--- src/dissemination_barrier_unit_defines.svh ---
// ---------------------------------------------------------------------------
// Dissemination barrier unit: assertion macros
// Shared concurrent assertion forms for the barrier unit.
// ---------------------------------------------------------------------------
`ifndef DISSEMINATION_BARRIER_UNIT_DEFINES_SVH
`define DISSEMINATION_BARRIER_UNIT_DEFINES_SVH

// same-cycle implication, disabled during reset
`define DBU_ASSERT_SAME(label, clk, rst_n, ante, cons) \
	label: assert property (@(posedge clk) disable iff (!(rst_n)) (ante) |-> (cons)) \
		else $error("dissemination barrier check failed");

// next-cycle implication, disabled during reset
`define DBU_ASSERT_NEXT(label, clk, rst_n, ante, cons) \
	label: assert property (@(posedge clk) disable iff (!(rst_n)) (ante) |=> (cons)) \
		else $error("dissemination barrier check failed");

`endif

--- src/dbu_pkg.sv ---
// ---------------------------------------------------------------------------
// Dissemination barrier package
// Widths, limits, register codes and the structs shared by the barrier unit.
// ---------------------------------------------------------------------------
package dbu_pkg;

	localparam int MAX_THREADS = 16;
	localparam int MAX_ROUNDS  = 4;

	localparam int TID_W  = 4;
	localparam int RND_W  = 2;
	localparam int TCNT_W = 5;
	localparam int RCNT_W = 3;
	localparam int FLAG_W = 2 * MAX_ROUNDS;
	localparam int FIDX_W = $clog2(FLAG_W);
	localparam int CFG_W  = 5;

	localparam logic [TCNT_W-1:0] THREADS_MIN   = TCNT_W'(2);
	localparam logic [TCNT_W-1:0] THREADS_LIMIT = TCNT_W'(MAX_THREADS);
	localparam logic [RCNT_W-1:0] ROUNDS_MIN    = RCNT_W'(1);
	localparam logic [RCNT_W-1:0] ROUNDS_LIMIT  = RCNT_W'(MAX_ROUNDS);

	typedef enum logic {
		CFG_THREAD_COUNT = 1'b0,
		CFG_ROUND_COUNT  = 1'b1
	} cfg_reg_t;

	typedef logic [FLAG_W-1:0] flag_row_t;

	typedef struct packed {
		logic [RND_W-1:0] round;
		logic             parity;
		logic             sense;
		logic             signalled;
	} thread_state_t;

	typedef struct packed {
		logic              we_state;
		thread_state_t     state;
		logic              we_flag;
		logic [TID_W-1:0]  flag_tid;
		logic [FIDX_W-1:0] flag_idx;
		logic              flag_val;
	} store_update_t;

	typedef struct packed {
		logic [TID_W-1:0] thread_echo;
		logic [TID_W-1:0] partner_id;
		logic             sent_signal;
		logic             advanced_round;
		logic             passed_barrier;
		logic [RND_W-1:0] round_now;
		logic             parity_now;
	} step_result_t;

endpackage

--- src/dbu_store.sv ---
// ---------------------------------------------------------------------------
// Barrier state store
// Per-thread round, parity, sense and signalled bits plus one flag row per
// thread, read at the stepping thread and written at thread and partner.
// ---------------------------------------------------------------------------
module dbu_store (
	input  logic                         clk,
	input  logic                         arst_n,
	input  logic                         we,
	input  logic [dbu_pkg::TID_W-1:0]    rd_tid,
	input  dbu_pkg::store_update_t       upd,
	output dbu_pkg::thread_state_t       rd_state,
	output dbu_pkg::flag_row_t           rd_flags
);

	dbu_pkg::thread_state_t state_q [dbu_pkg::MAX_THREADS];
	dbu_pkg::flag_row_t     flags_q [dbu_pkg::MAX_THREADS];

	always_ff @(posedge clk or negedge arst_n) begin
		if (!arst_n) begin
			for (int i = 0; i < dbu_pkg::MAX_THREADS; i++) begin
				state_q[i] <= '{round: '0, parity: 1'b0, sense: 1'b1, signalled: 1'b0};
				flags_q[i] <= '0;
			end
		end else if (we) begin
			if (upd.we_flag) begin
				flags_q[upd.flag_tid][upd.flag_idx] <= upd.flag_val;
			end
			if (upd.we_state) begin
				state_q[rd_tid] <= upd.state;
			end
		end
	end

	assign rd_state = state_q[rd_tid];
	assign rd_flags = flags_q[rd_tid];

endmodule

--- src/dbu_step.sv ---
// ---------------------------------------------------------------------------
// Barrier step logic
// One thread step: partner select, flag send, own-flag check, round advance
// and barrier pass with sense reversal.
// ---------------------------------------------------------------------------
module dbu_step (
	input  logic [dbu_pkg::TID_W-1:0]  tid,
	input  logic [dbu_pkg::TCNT_W-1:0] thread_count,
	input  logic [dbu_pkg::RCNT_W-1:0] round_count,
	input  dbu_pkg::thread_state_t     cur,
	input  dbu_pkg::flag_row_t         own_row,
	output dbu_pkg::store_update_t     upd,
	output dbu_pkg::step_result_t      res
);

	always_comb begin
		logic [dbu_pkg::TCNT_W-1:0] n;
		logic [dbu_pkg::RCNT_W-1:0] nr;
		logic [dbu_pkg::RCNT_W-1:0] r_ext;
		logic [dbu_pkg::RCNT_W-1:0] r_next;
		logic [dbu_pkg::FIDX_W-1:0] fidx;
		logic [dbu_pkg::TCNT_W-1:0] sum;
		logic [dbu_pkg::TID_W-1:0]  partner;
		logic                       sig;
		logic                       sent;
		logic                       adv;
		logic                       passed;
		logic                       own;

		if (thread_count < dbu_pkg::THREADS_MIN) n = dbu_pkg::THREADS_MIN;
		else if (thread_count > dbu_pkg::THREADS_LIMIT) n = dbu_pkg::THREADS_LIMIT;
		else n = thread_count;

		if (round_count < dbu_pkg::ROUNDS_MIN) nr = dbu_pkg::ROUNDS_MIN;
		else if (round_count > dbu_pkg::ROUNDS_LIMIT) nr = dbu_pkg::ROUNDS_LIMIT;
		else nr = round_count;

		r_ext   = {1'b0, cur.round};
		r_next  = r_ext;
		fidx    = {cur.parity, cur.round};
		sum     = '0;
		partner = '0;
		sig     = cur.signalled;
		sent    = 1'b0;
		adv     = 1'b0;
		passed  = 1'b0;
		own     = 1'b0;

		upd          = '0;
		upd.state    = cur;
		upd.flag_idx = fidx;
		upd.flag_val = cur.sense;

		if ({1'b0, tid} < n) begin
			upd.we_state = 1'b1;
			if (r_ext >= nr) begin
				passed = 1'b1;
			end else begin
				sum = {1'b0, tid} + (dbu_pkg::TCNT_W'(1) << cur.round);
				if (sum >= n) sum = sum - n;
				partner = sum[dbu_pkg::TID_W-1:0];
				if (!cur.signalled) begin
					upd.we_flag  = 1'b1;
					upd.flag_tid = partner;
					sig          = 1'b1;
					sent         = 1'b1;
				end
				own = (sent && partner == tid) ? cur.sense : own_row[fidx];
				if (own == cur.sense) begin
					adv    = 1'b1;
					sig    = 1'b0;
					r_next = r_ext + dbu_pkg::RCNT_W'(1);
					if (r_next >= nr) passed = 1'b1;
				end
			end
			upd.state.signalled = sig;
			upd.state.round     = r_next[dbu_pkg::RND_W-1:0];
			if (passed) begin
				upd.state.round     = '0;
				upd.state.signalled = 1'b0;
				upd.state.parity    = ~cur.parity;
				if (cur.parity) upd.state.sense = ~cur.sense;
			end
		end

		res.thread_echo    = tid;
		res.partner_id     = partner;
		res.sent_signal    = sent;
		res.advanced_round = adv;
		res.passed_barrier = passed;
		res.round_now      = upd.state.round;
		res.parity_now     = upd.state.parity;
	end

endmodule

--- src/dissemination_barrier_unit.sv ---
// A beat passes the input stage, then the result register. Throughput: one thread
// step per cycle unless result_stall holds the result; per-thread state and flag rows
// are flip-flops read and written in one step stage, so steps run back to back.
// Reset (arst_n low): flags, rounds, parities and signalled bits clear, every
// sense goes to 1, thread_count returns to 16 and round_count to 4.
// ---------------------------------------------------------------------------
// Dissemination barrier unit
// Sense-reversing dissemination barrier, one thread step per beat.
// ---------------------------------------------------------------------------
`include "dissemination_barrier_unit_defines.svh"

module dissemination_barrier_unit (
	input  logic                         clk,
	input  logic                         arst_n,
	// configuration
	input  logic                         cfg_valid,
	output logic                         cfg_ready,
	input  logic                         cfg_index,
	input  logic [dbu_pkg::CFG_W-1:0]    cfg_data,
	// step beats
	input  logic                         item_valid,
	output logic                         item_stall,
	input  logic [dbu_pkg::TID_W-1:0]    thread_id,
	// result beats
	output logic                         result_valid,
	input  logic                         result_stall,
	output logic [dbu_pkg::TID_W-1:0]    thread_echo,
	output logic [dbu_pkg::TID_W-1:0]    partner_id,
	output logic                         sent_signal,
	output logic                         advanced_round,
	output logic                         passed_barrier,
	output logic [dbu_pkg::RND_W-1:0]    round_now,
	output logic                         parity_now
);

	logic [dbu_pkg::TCNT_W-1:0] thread_count_q;
	logic [dbu_pkg::RCNT_W-1:0] round_count_q;
	logic                       item_valid_s1;
	logic [dbu_pkg::TID_W-1:0]  thread_id_s1;
	logic                       result_valid_q;
	dbu_pkg::step_result_t      result_q;
	logic                       advance;
	dbu_pkg::thread_state_t     cur_state;
	dbu_pkg::flag_row_t         own_row;
	dbu_pkg::store_update_t     upd;
	dbu_pkg::step_result_t      res;

	assign cfg_ready = 1'b1;

	always_ff @(posedge clk or negedge arst_n) begin
		if (!arst_n) begin
			thread_count_q <= dbu_pkg::THREADS_LIMIT;
			round_count_q  <= dbu_pkg::ROUNDS_LIMIT;
		end else if (cfg_valid && cfg_ready) begin
			unique case (dbu_pkg::cfg_reg_t'(cfg_index))
				dbu_pkg::CFG_THREAD_COUNT: thread_count_q <= cfg_data[dbu_pkg::TCNT_W-1:0];
				dbu_pkg::CFG_ROUND_COUNT:  round_count_q  <= cfg_data[dbu_pkg::RCNT_W-1:0];
			endcase
		end
	end

	assign advance    = !result_valid_q || !result_stall;
	assign item_stall = item_valid_s1 && !advance;

	// input stage
	always_ff @(posedge clk or negedge arst_n) begin
		if (!arst_n) begin
			item_valid_s1 <= 1'b0;
		end else if (!item_stall) begin
			item_valid_s1 <= item_valid;
		end
	end

	always_ff @(posedge clk) begin
		if (item_valid && !item_stall) begin
			thread_id_s1 <= thread_id;
		end
	end

	dbu_store u_store (
		.clk      (clk),
		.arst_n   (arst_n),
		.we       (item_valid_s1 && advance),
		.rd_tid   (thread_id_s1),
		.upd      (upd),
		.rd_state (cur_state),
		.rd_flags (own_row)
	);

	dbu_step u_step (
		.tid          (thread_id_s1),
		.thread_count (thread_count_q),
		.round_count  (round_count_q),
		.cur          (cur_state),
		.own_row      (own_row),
		.upd          (upd),
		.res          (res)
	);

	// result register
	always_ff @(posedge clk or negedge arst_n) begin
		if (!arst_n) begin
			result_valid_q <= 1'b0;
		end else if (advance) begin
			result_valid_q <= item_valid_s1;
		end
	end

	always_ff @(posedge clk) begin
		if (advance && item_valid_s1) begin
			result_q <= res;
		end
	end

	assign result_valid   = result_valid_q;
	assign thread_echo    = result_q.thread_echo;
	assign partner_id     = result_q.partner_id;
	assign sent_signal    = result_q.sent_signal;
	assign advanced_round = result_q.advanced_round;
	assign passed_barrier = result_q.passed_barrier;
	assign round_now      = result_q.round_now;
	assign parity_now     = result_q.parity_now;

	`DBU_ASSERT_SAME(a_pass_resets_round, clk, arst_n, result_valid_q && result_q.passed_barrier, result_q.round_now == '0)
	`DBU_ASSERT_SAME(a_stale_pass_silent, clk, arst_n, result_valid_q && result_q.passed_barrier && !result_q.advanced_round, !result_q.sent_signal && result_q.partner_id == '0)
	`DBU_ASSERT_SAME(a_advance_moves_round, clk, arst_n, result_valid_q && result_q.advanced_round && !result_q.passed_barrier, result_q.round_now != '0)

endmodule
--- config.mk ---
export PLATFORM = sky130hd
export DESIGN_NAME = dissemination_barrier_unit
export DESIGN_NICKNAME = d
export VERILOG_FILES = /design/src/dbu_pkg.sv /design/src/dbu_store.sv /design/src/dbu_step.sv /design/src/dissemination_barrier_unit.sv
export VERILOG_INCLUDE_DIRS = /design/src /design/src/src
export SDC_FILE = /design/constraint.sdc
export NUM_CORES = 1
export LEC_CHECK = 0
export BUFFER_PORTS_ARGS = -buffer_cell sky130_fd_sc_hd__buf_4
export CORE_ASPECT_RATIO = 1.2
export CORE_UTILIZATION = 55
export DETAILED_ROUTE_END_ITERATION = 16
export GPL_ROUTABILITY_DRIVEN = 0
export PLACE_DENSITY = 0.72
export RECOVER_POWER = 50
export SYNTH_ARGS = -nofsm -noshare
export SYNTH_HDL_FRONTEND = slang
export SYNTH_HIERARCHICAL = 1
export SYNTH_SLANG_ARGS = --single-unit
export TNS_END_PERCENT = 20
--- constraint.sdc ---
create_clock -name clk -period 16.25 [get_ports clk]
set_input_delay 0.8125 -clock clk [delete_from_list [all_inputs] [get_ports clk]]
set_output_delay 0.8125 -clock clk [all_outputs]
set_load 0.05 [all_outputs]
==> impl_metrics.ini, run 1 <==
[status]
status = finished with violations
violations = max-capacitance violations, max-slew violations

[worst_setup_path]
crit_path_start_kind = flip-flop
reg2reg_slack_ns = 7.72
rr_endpoint = u_store/state_q[51]$_DFFE_PN1P_
worst-path-max-fanout = 40
path_class = flip-flop to flip-flop
required_ns = 16.71
critPathCapture = u_store/state_q[51]$_DFFE_PN1P_
end_kind = flip-flop
reg2reg_from = thread_id_s1[0]$_DFFE_PP_
crit_start = thread_id_s1[0]$_DFFE_PP_
cp.arrival_ns = 8.99
reg2reg_depth = 19

[clock_network]
cts_hold_buffers = 0
cts-root-buf = clkbuf_16
clkLatencyLatePin_ns = 0.53
htreeDepth = 1
cts-buffers-inserted = 25
cts.clk_slew.worst_paths_ns = 0.06
clockBufferDepth = 3
cts_sinks = 236
cts_tree = done
cts_resized = 0
post-cts-setup-buffers = 0

[layout]
layout.cells.most_common = mux2_2
final_cell_mix = mux2_2, dfrtp_1, nor3_1
antenna_cells = 0
nets = 958
fin_cells = 1216
final.fill_count = 1749
drive_gt1_share_pct = 43.4
area_growth_pct = 7.89

[sta]
relSlewSlack_pct = -256
worstMarginPinSlew_ns = 5.34
fmax_mhz = 117
rsz0062_at_grt = false
period_needed_ns = 8.53
clock_skew_ns = 0.0130
setup_viol = 0
setup_tns_ns = 0
hold_viol_final = 0
period_share_pct = 52.5
maxSlewViolCount = 301

[die]
io_pins = 32
core_sq_um = 22400
fp-row-count = 60
die_x_um = 140
die-area_sq_um = 23400
die_y_um = 167
initial_utilization_pct = 56.0

[placement]
dp.cells = 1171
io_buffers = 30
dp_hpwl_um = 16200

[synth]
yosysSeqAreaShare_pct = 48.0
synth_fp_nets = 978
synth_seq_cells = 236
syn-instance-count = 939
netlist_area_sq_um = 12500
yosys_most_used_dff = dfrtp_1
synth.avg_cell_area_sq_um = 13.3
async_flop_share_pct = 92.4
yosysUniqueCellTypes = 64
synth_warnings = 6
synth-edff-count = 18

[grt]
antenna_found_initial = 0
grt_use_total_pct = 23.7
grt_max_degree = 129
grt_pass1_vias = 7807
grt_pass1_wl_um = 43600
grt_remaining_overflow = 0

[power_and_ir_drop]
leakagePower_nw = 5.92
vdd_drop_max_mv = 0.103
power_density_nw_per_um2 = 146

[route]
wl_um = 26600
vias_per_cell = 6.27
antenna_left = 0
drcViolationCount = 0
vias = 7627
drtIter0Drc = 450
wire_per_inst_um = 21.9
dr.pass1.iters = 5

[flow_run]
maxCapViolCount = 5

[min_path]
min_path_type = flip-flop to flip-flop
whs_path_depth = 1
-- area by class of cell --
type	count	area [sq um]	share of cell area [%]
Multi-Input combinational cell	596	5950	44.0
Sequential cell	236	6020	44.5
Clock inverter	7	91.3	0.675
Inverter	13	48.8	0.361
Clock buffer	38	734	5.43
Tap cell	279	349	2.58
Timing Repair Buffer	47	327	2.42
-- synthesized netlist by cell type, types with 4 or more instances --
library cell	instances	area share (%)
o21ai_0	4	0.16
nor2_1	24	0.72
clkbuf_1	41	1.2
nand3b_1	7	0.42
buf_2	17	0.68
nand2_1	24	0.72
buf_6	10	0.90
a21oi_1	4	0.16
nand4b_1	4	0.28
a22oi_1	26	1.6
nor2b_1	4	0.20
edfxtp_1	18	4.3
inv_1	13	0.39
nand2b_1	6	0.30
mux2_1	10	0.90
xnor2_1	5	0.35
ha_1	22	2.2
mux4_2	54	9.7
dfrtp_1	200	40
buf_1	11	0.33
mux2_4	5	0.60
dfstp_2	18	3.8
buf_4	15	0.90
nor3_2	29	2.3
nor3_1	104	4.2
a21o_1	6	0.36
mux2_2	203	18
-- sequential cells by signal (all words and copies together) (netlist names), 2 cells and up --
signal,count
thread_count_q,5
u_store/flags_q,128
u_store/state_q,80
thread_echo,4
thread_id_s1,4
round_count_q,3
round_now,2
partner_id,4
-- critical path: stages (launching register included) --
cell,delay (ns)
edfxtp_1,0.65
clkbuf_1,2.12
mux4_2,0.54
a22oi_1,0.09
nand2_1,0.44
inv_1,0.24
ha_1,0.27
ha_1,0.21
fa_1,0.41
xor2_1,0.21
ha_1,0.40
nand2_2,0.08
o21a_4,0.22
o21ai_2,0.20
mux2_4,0.35
xnor2_2,0.17
o31ai_2,0.43
nand2_1,0.12
xnor2_1,0.94
mux2_2,0.33
-- power breakdown --
part           leakage [nW]  internal [mW]  switching (mW)  total (mW)
clock network         0.404          0.342           0.228       0.571
registers              3.11          0.680          0.0362       0.716
logic                  2.41          0.227           0.462       0.689
total                  5.92           1.25           0.727        1.98
-- per-layer routing --
layer	track usage (%)	vias up	part of all wire [%]
met5	0	-	0
met4	7.31	0	2.6
met3	3.15	45	4.2
met2	39.7	159	50
met1	32.2	3996	43
li1	-	3427	-
-- how the worst min path moves through the flow --
stage / slack [ns] / startpoint / end
finish: 0.48 / item_valid_s1$_DFFE_PN0N_ / result_valid$_DFFE_PN0P_
global route: 0.48 / thread_id[3] / thread_id_s1[3]$_DFFE_PP_
CTS: 0.35 / arst_n / u_store/state_q[74]$_DFFE_PN0P_
detailed placement: 0.47 / item_valid_s1$_DFFE_PN0N_ / result_valid$_DFFE_PN0P_
global placement: 0.45 / item_valid_s1$_DFFE_PN0N_ / result_valid$_DFFE_PN0P_
floorplan: 0.44 / item_valid_s1$_DFFE_PN0N_ / result_valid$_DFFE_PN0P_
-- cell families (layout without fill, tap and decap cells) --
kind of cell    count (synthesis)  count (layout)  synth area share [%]
other cells                     1               1                0.0299
fa+ha+maj                      24              24                  2.52
mux                           275             275                  29.7
compound gates                 59              59                  3.86
flops                         236             236                  48.0
xor+xnor                        9               9                 0.749
simple gates                  228             228                  10.7
buf+inv                       107             105                  4.42
-- stage by stage --
step	util [%]	area [sq um]	power [mW]	hold slack (ns)	setup slack, ns
floorplan	-	12500	1.27	0.442	10.88
global placement	57.0	12700	1.40	0.453	9.49
detailed placement	57.0	12700	1.41	0.467	9.28
CTS	60.7	13600	1.99	0.350	9.20
global route	60.4	13500	2.07	0.480	6.79
finish	60.4	13500	1.98	0.480	7.72
No activity file was read; power rests on OpenSTA's default activity.
==> run 2: changes to the inputs <==
--- a/config.mk
+++ b/config.mk
@@ -11,7 +11,7 @@
 export CORE_UTILIZATION = 55
 export DETAILED_ROUTE_END_ITERATION = 16
 export GPL_ROUTABILITY_DRIVEN = 0
-export PLACE_DENSITY = 0.72
+export PLACE_DENSITY = 0.74
 export RECOVER_POWER = 50
 export SYNTH_ARGS = -nofsm -noshare
 export SYNTH_HDL_FRONTEND = slang
==> constraint.sdc (replaced) <==
create_clock -name clk -period 7.17 [get_ports clk]
set_input_delay 0.3585 -clock clk [delete_from_list [all_inputs] [get_ports clk]]
set_output_delay 0.3585 -clock clk [all_outputs]
set_load 0.05 [all_outputs]
==> run 2 against run 1 <==
Net effect:
- highest routed layer unchanged
- via count is 0.13% lower
- the flow still finishes with violations (max-capacitance violations, max-slew violations)
- non-clock buffer count grew 7
- hold slack worse by 0.44 ns
- total power up 130%
- global-route usage rose by 0.44 points
- critical endpoint is now u_store/flags_q[96]$_DFFE_PN0P_
- largest power group unchanged
- clock power grew 130%
- combinational power is 130% higher
- sequential share of layout area is essentially flat
- core utilization grew 0.067 points
- largest cell class unchanged
- clock-buffer cell count is 6 lower
- sequential cell count unchanged
==> impl_metrics.ini, run 2 (same netlist as run 1, synthesis figures left out) <==
[status]
status = finished with violations
violations = max-capacitance violations, max-slew violations

[layout]
nets = 965
final_util_pct = 60.5
fin_cells = 1224
final-seq-area_sq_um = 6020
final_cell_mix = mux2_2, dfrtp_1, nor3_1
drive_gt1_share_pct = 42.4
top_regs = u_store/flags_q x128, u_store/state_q x80, thread_count_q x5
final.fill_count = 1779
antenna_cells = 0
final_cell_area_sq_um = 13500
max_flop_register = u_store/flags_q
largest_reg_flops = 128
area_growth_pct = 8.01
multi_input_comb_area_sq_um = 5960
layout.cells.most_common = mux2_2

[worst_setup_path]
cp_slowest_stage_delay_ns = 0.72
path_class = flip-flop to flip-flop
slowest_stage = edfxtp_1
crit_family = simple AND/OR/NAND/NOR gates
worst-path-max-fanout = 32
end_kind = flip-flop
reg2reg_slack_ns = 0.90
worst-path-buf-inv = 2
cp_common_cell = ha_1
crit_path_start_kind = flip-flop
cp.arrival_ns = 6.68
required_ns = 7.58
path_cells = buf_4 -> mux4_2 -> a22oi_1 -> nand2_1 -> inv_1 -> ha_1 -> ha_1 -> fa_1 -> ha_1 -> nand2_2 -> o21a_4 -> o21ai_2 -> mux2i_2 -> nor2_1 -> or2_2 -> nor3_1 -> mux2_2

[sta]
rsz0062_at_grt = false
period_needed_ns = 6.27
maxSlewViolCount = 223
setup_tns_ns = 0
fmax_mhz = 159
setup_slack_ns = 0.895
clock_skew_ns = 0.0189
relSlewSlack_pct = -144
hold_viol_final = 0
setup_viol = 0
period_share_pct = 87.5
worstMarginPinSlew_ns = 3.66
timing.hold.ws_ns = 0.0372

[power_and_ir_drop]
clock_power_share_pct = 28.7
combPwrFrac_pct = 35.2
vdd_drop_max_mv = 0.203
power_density_nw_per_um2 = 333
seq_power_share_pct = 36.1
switchingPower_mw = 1.68
swShare_pct = 37.2
leakagePower_nw = 5.92
finalPower_mw = 4.51
intPower_mw = 2.83

[route]
wl_um = 26700
drcViolationCount = 0
antenna_left = 0
wire_per_inst_um = 21.9
dr.pass1.iters = 5
vias_per_cell = 6.22
drtIter0Drc = 616
vias = 7617

[grt]
grt_use_total_pct = 24.1
grt_max_degree = 112
grt_remaining_overflow = 0
antenna_found_initial = 0
grt_pass1_vias = 8072
grt_pass1_wl_um = 44800

[clock_network]
clockBufferDepth = 3
clkLatencyLatePin_ns = 0.53
cts_sinks = 236
cts-root-buf = clkbuf_16
cts-buffers-inserted = 25
htreeDepth = 1
cts_tree = done
cts.clk_slew.worst_paths_ns = 0.06

[placement]
io_buffers = 30
pre_cts_ws_ns = 0.897
dp.cells = 1177
place_area_sq_um = 12800
dp_hpwl_um = 16200

[die]
die-area_sq_um = 23400
initial_utilization_pct = 56.0
fp-row-count = 60
core_sq_um = 22400
io_pins = 32
die_x_um = 140
die_y_um = 167

[flow_run]
maxCapViolCount = 3

[min_path]
min_path_type = input pin to flip-flop
run 2: cell type report:
type / instances / area share, %
multi-input combinational: 596 / 44.0
tap: 279 / 2.58
clock inverter: 14 / 1.08
sequential: 236 / 44.5
inverter: 13 / 0.360
clock buffer: 32 / 5.04
timing repair buffer: 54 / 2.45
run 2: final timing paths:
| path | from | end | cells after the start |
|---|---|---|---|
| worst max-delay path | thread_id_s1[0]$_DFFE_PP_ | u_store/flags_q[96]$_DFFE_PN0P_ | 17 |
| worst min register to register | u_store/flags_q[76]$_DFFE_PN0P_ | u_store/flags_q[76]$_DFFE_PN0P_ | 1 |
| max in group asynchronous | arst_n | u_store/flags_q[113]$_DFFE_PN0P_ | 3 |
| worst min-delay path | item_valid | item_valid_s1$_DFFE_PN0N_ | 2 |
| min in group asynchronous | arst_n | thread_count_q[3]$_DFFE_PN0P_ | 2 |
| worst max register to register | thread_id_s1[0]$_DFFE_PP_ | u_store/flags_q[96]$_DFFE_PN0P_ | 17 |
run 2: per-layer routing:
| metal | GRT usage [%] | up-vias | routed length [um] |
|---|---|---|---|
| li1 | - | 3434 | - |
| met5 | 0 | - | 0 |
| met4 | 7.84 | 0 | 731 |
| met3 | 2.83 | 51 | 1190 |
| met2 | 40.8 | 177 | 13200 |
| met1 | 32.6 | 3955 | 11600 |
run 2: repair_timing:
action / 4_1_cts / 5_1_grt
hold buffers: 1 / 0
hold endpoints to repair: 63 / 0
endpoints found under the setup margin: 0 / 0
resized for setup: 0 / 0
setup buffers: 0 / 0
run 2: power groups by stage:
stage	Combinational, mW	Sequential, mW	Clock [mW]
floorplan	1.19	1.69	0
global placement	1.57	1.64	0
detailed placement	1.59	1.65	0
CTS	1.61	1.63	1.32
global route	1.70	1.65	1.38
finish	1.59	1.63	1.30
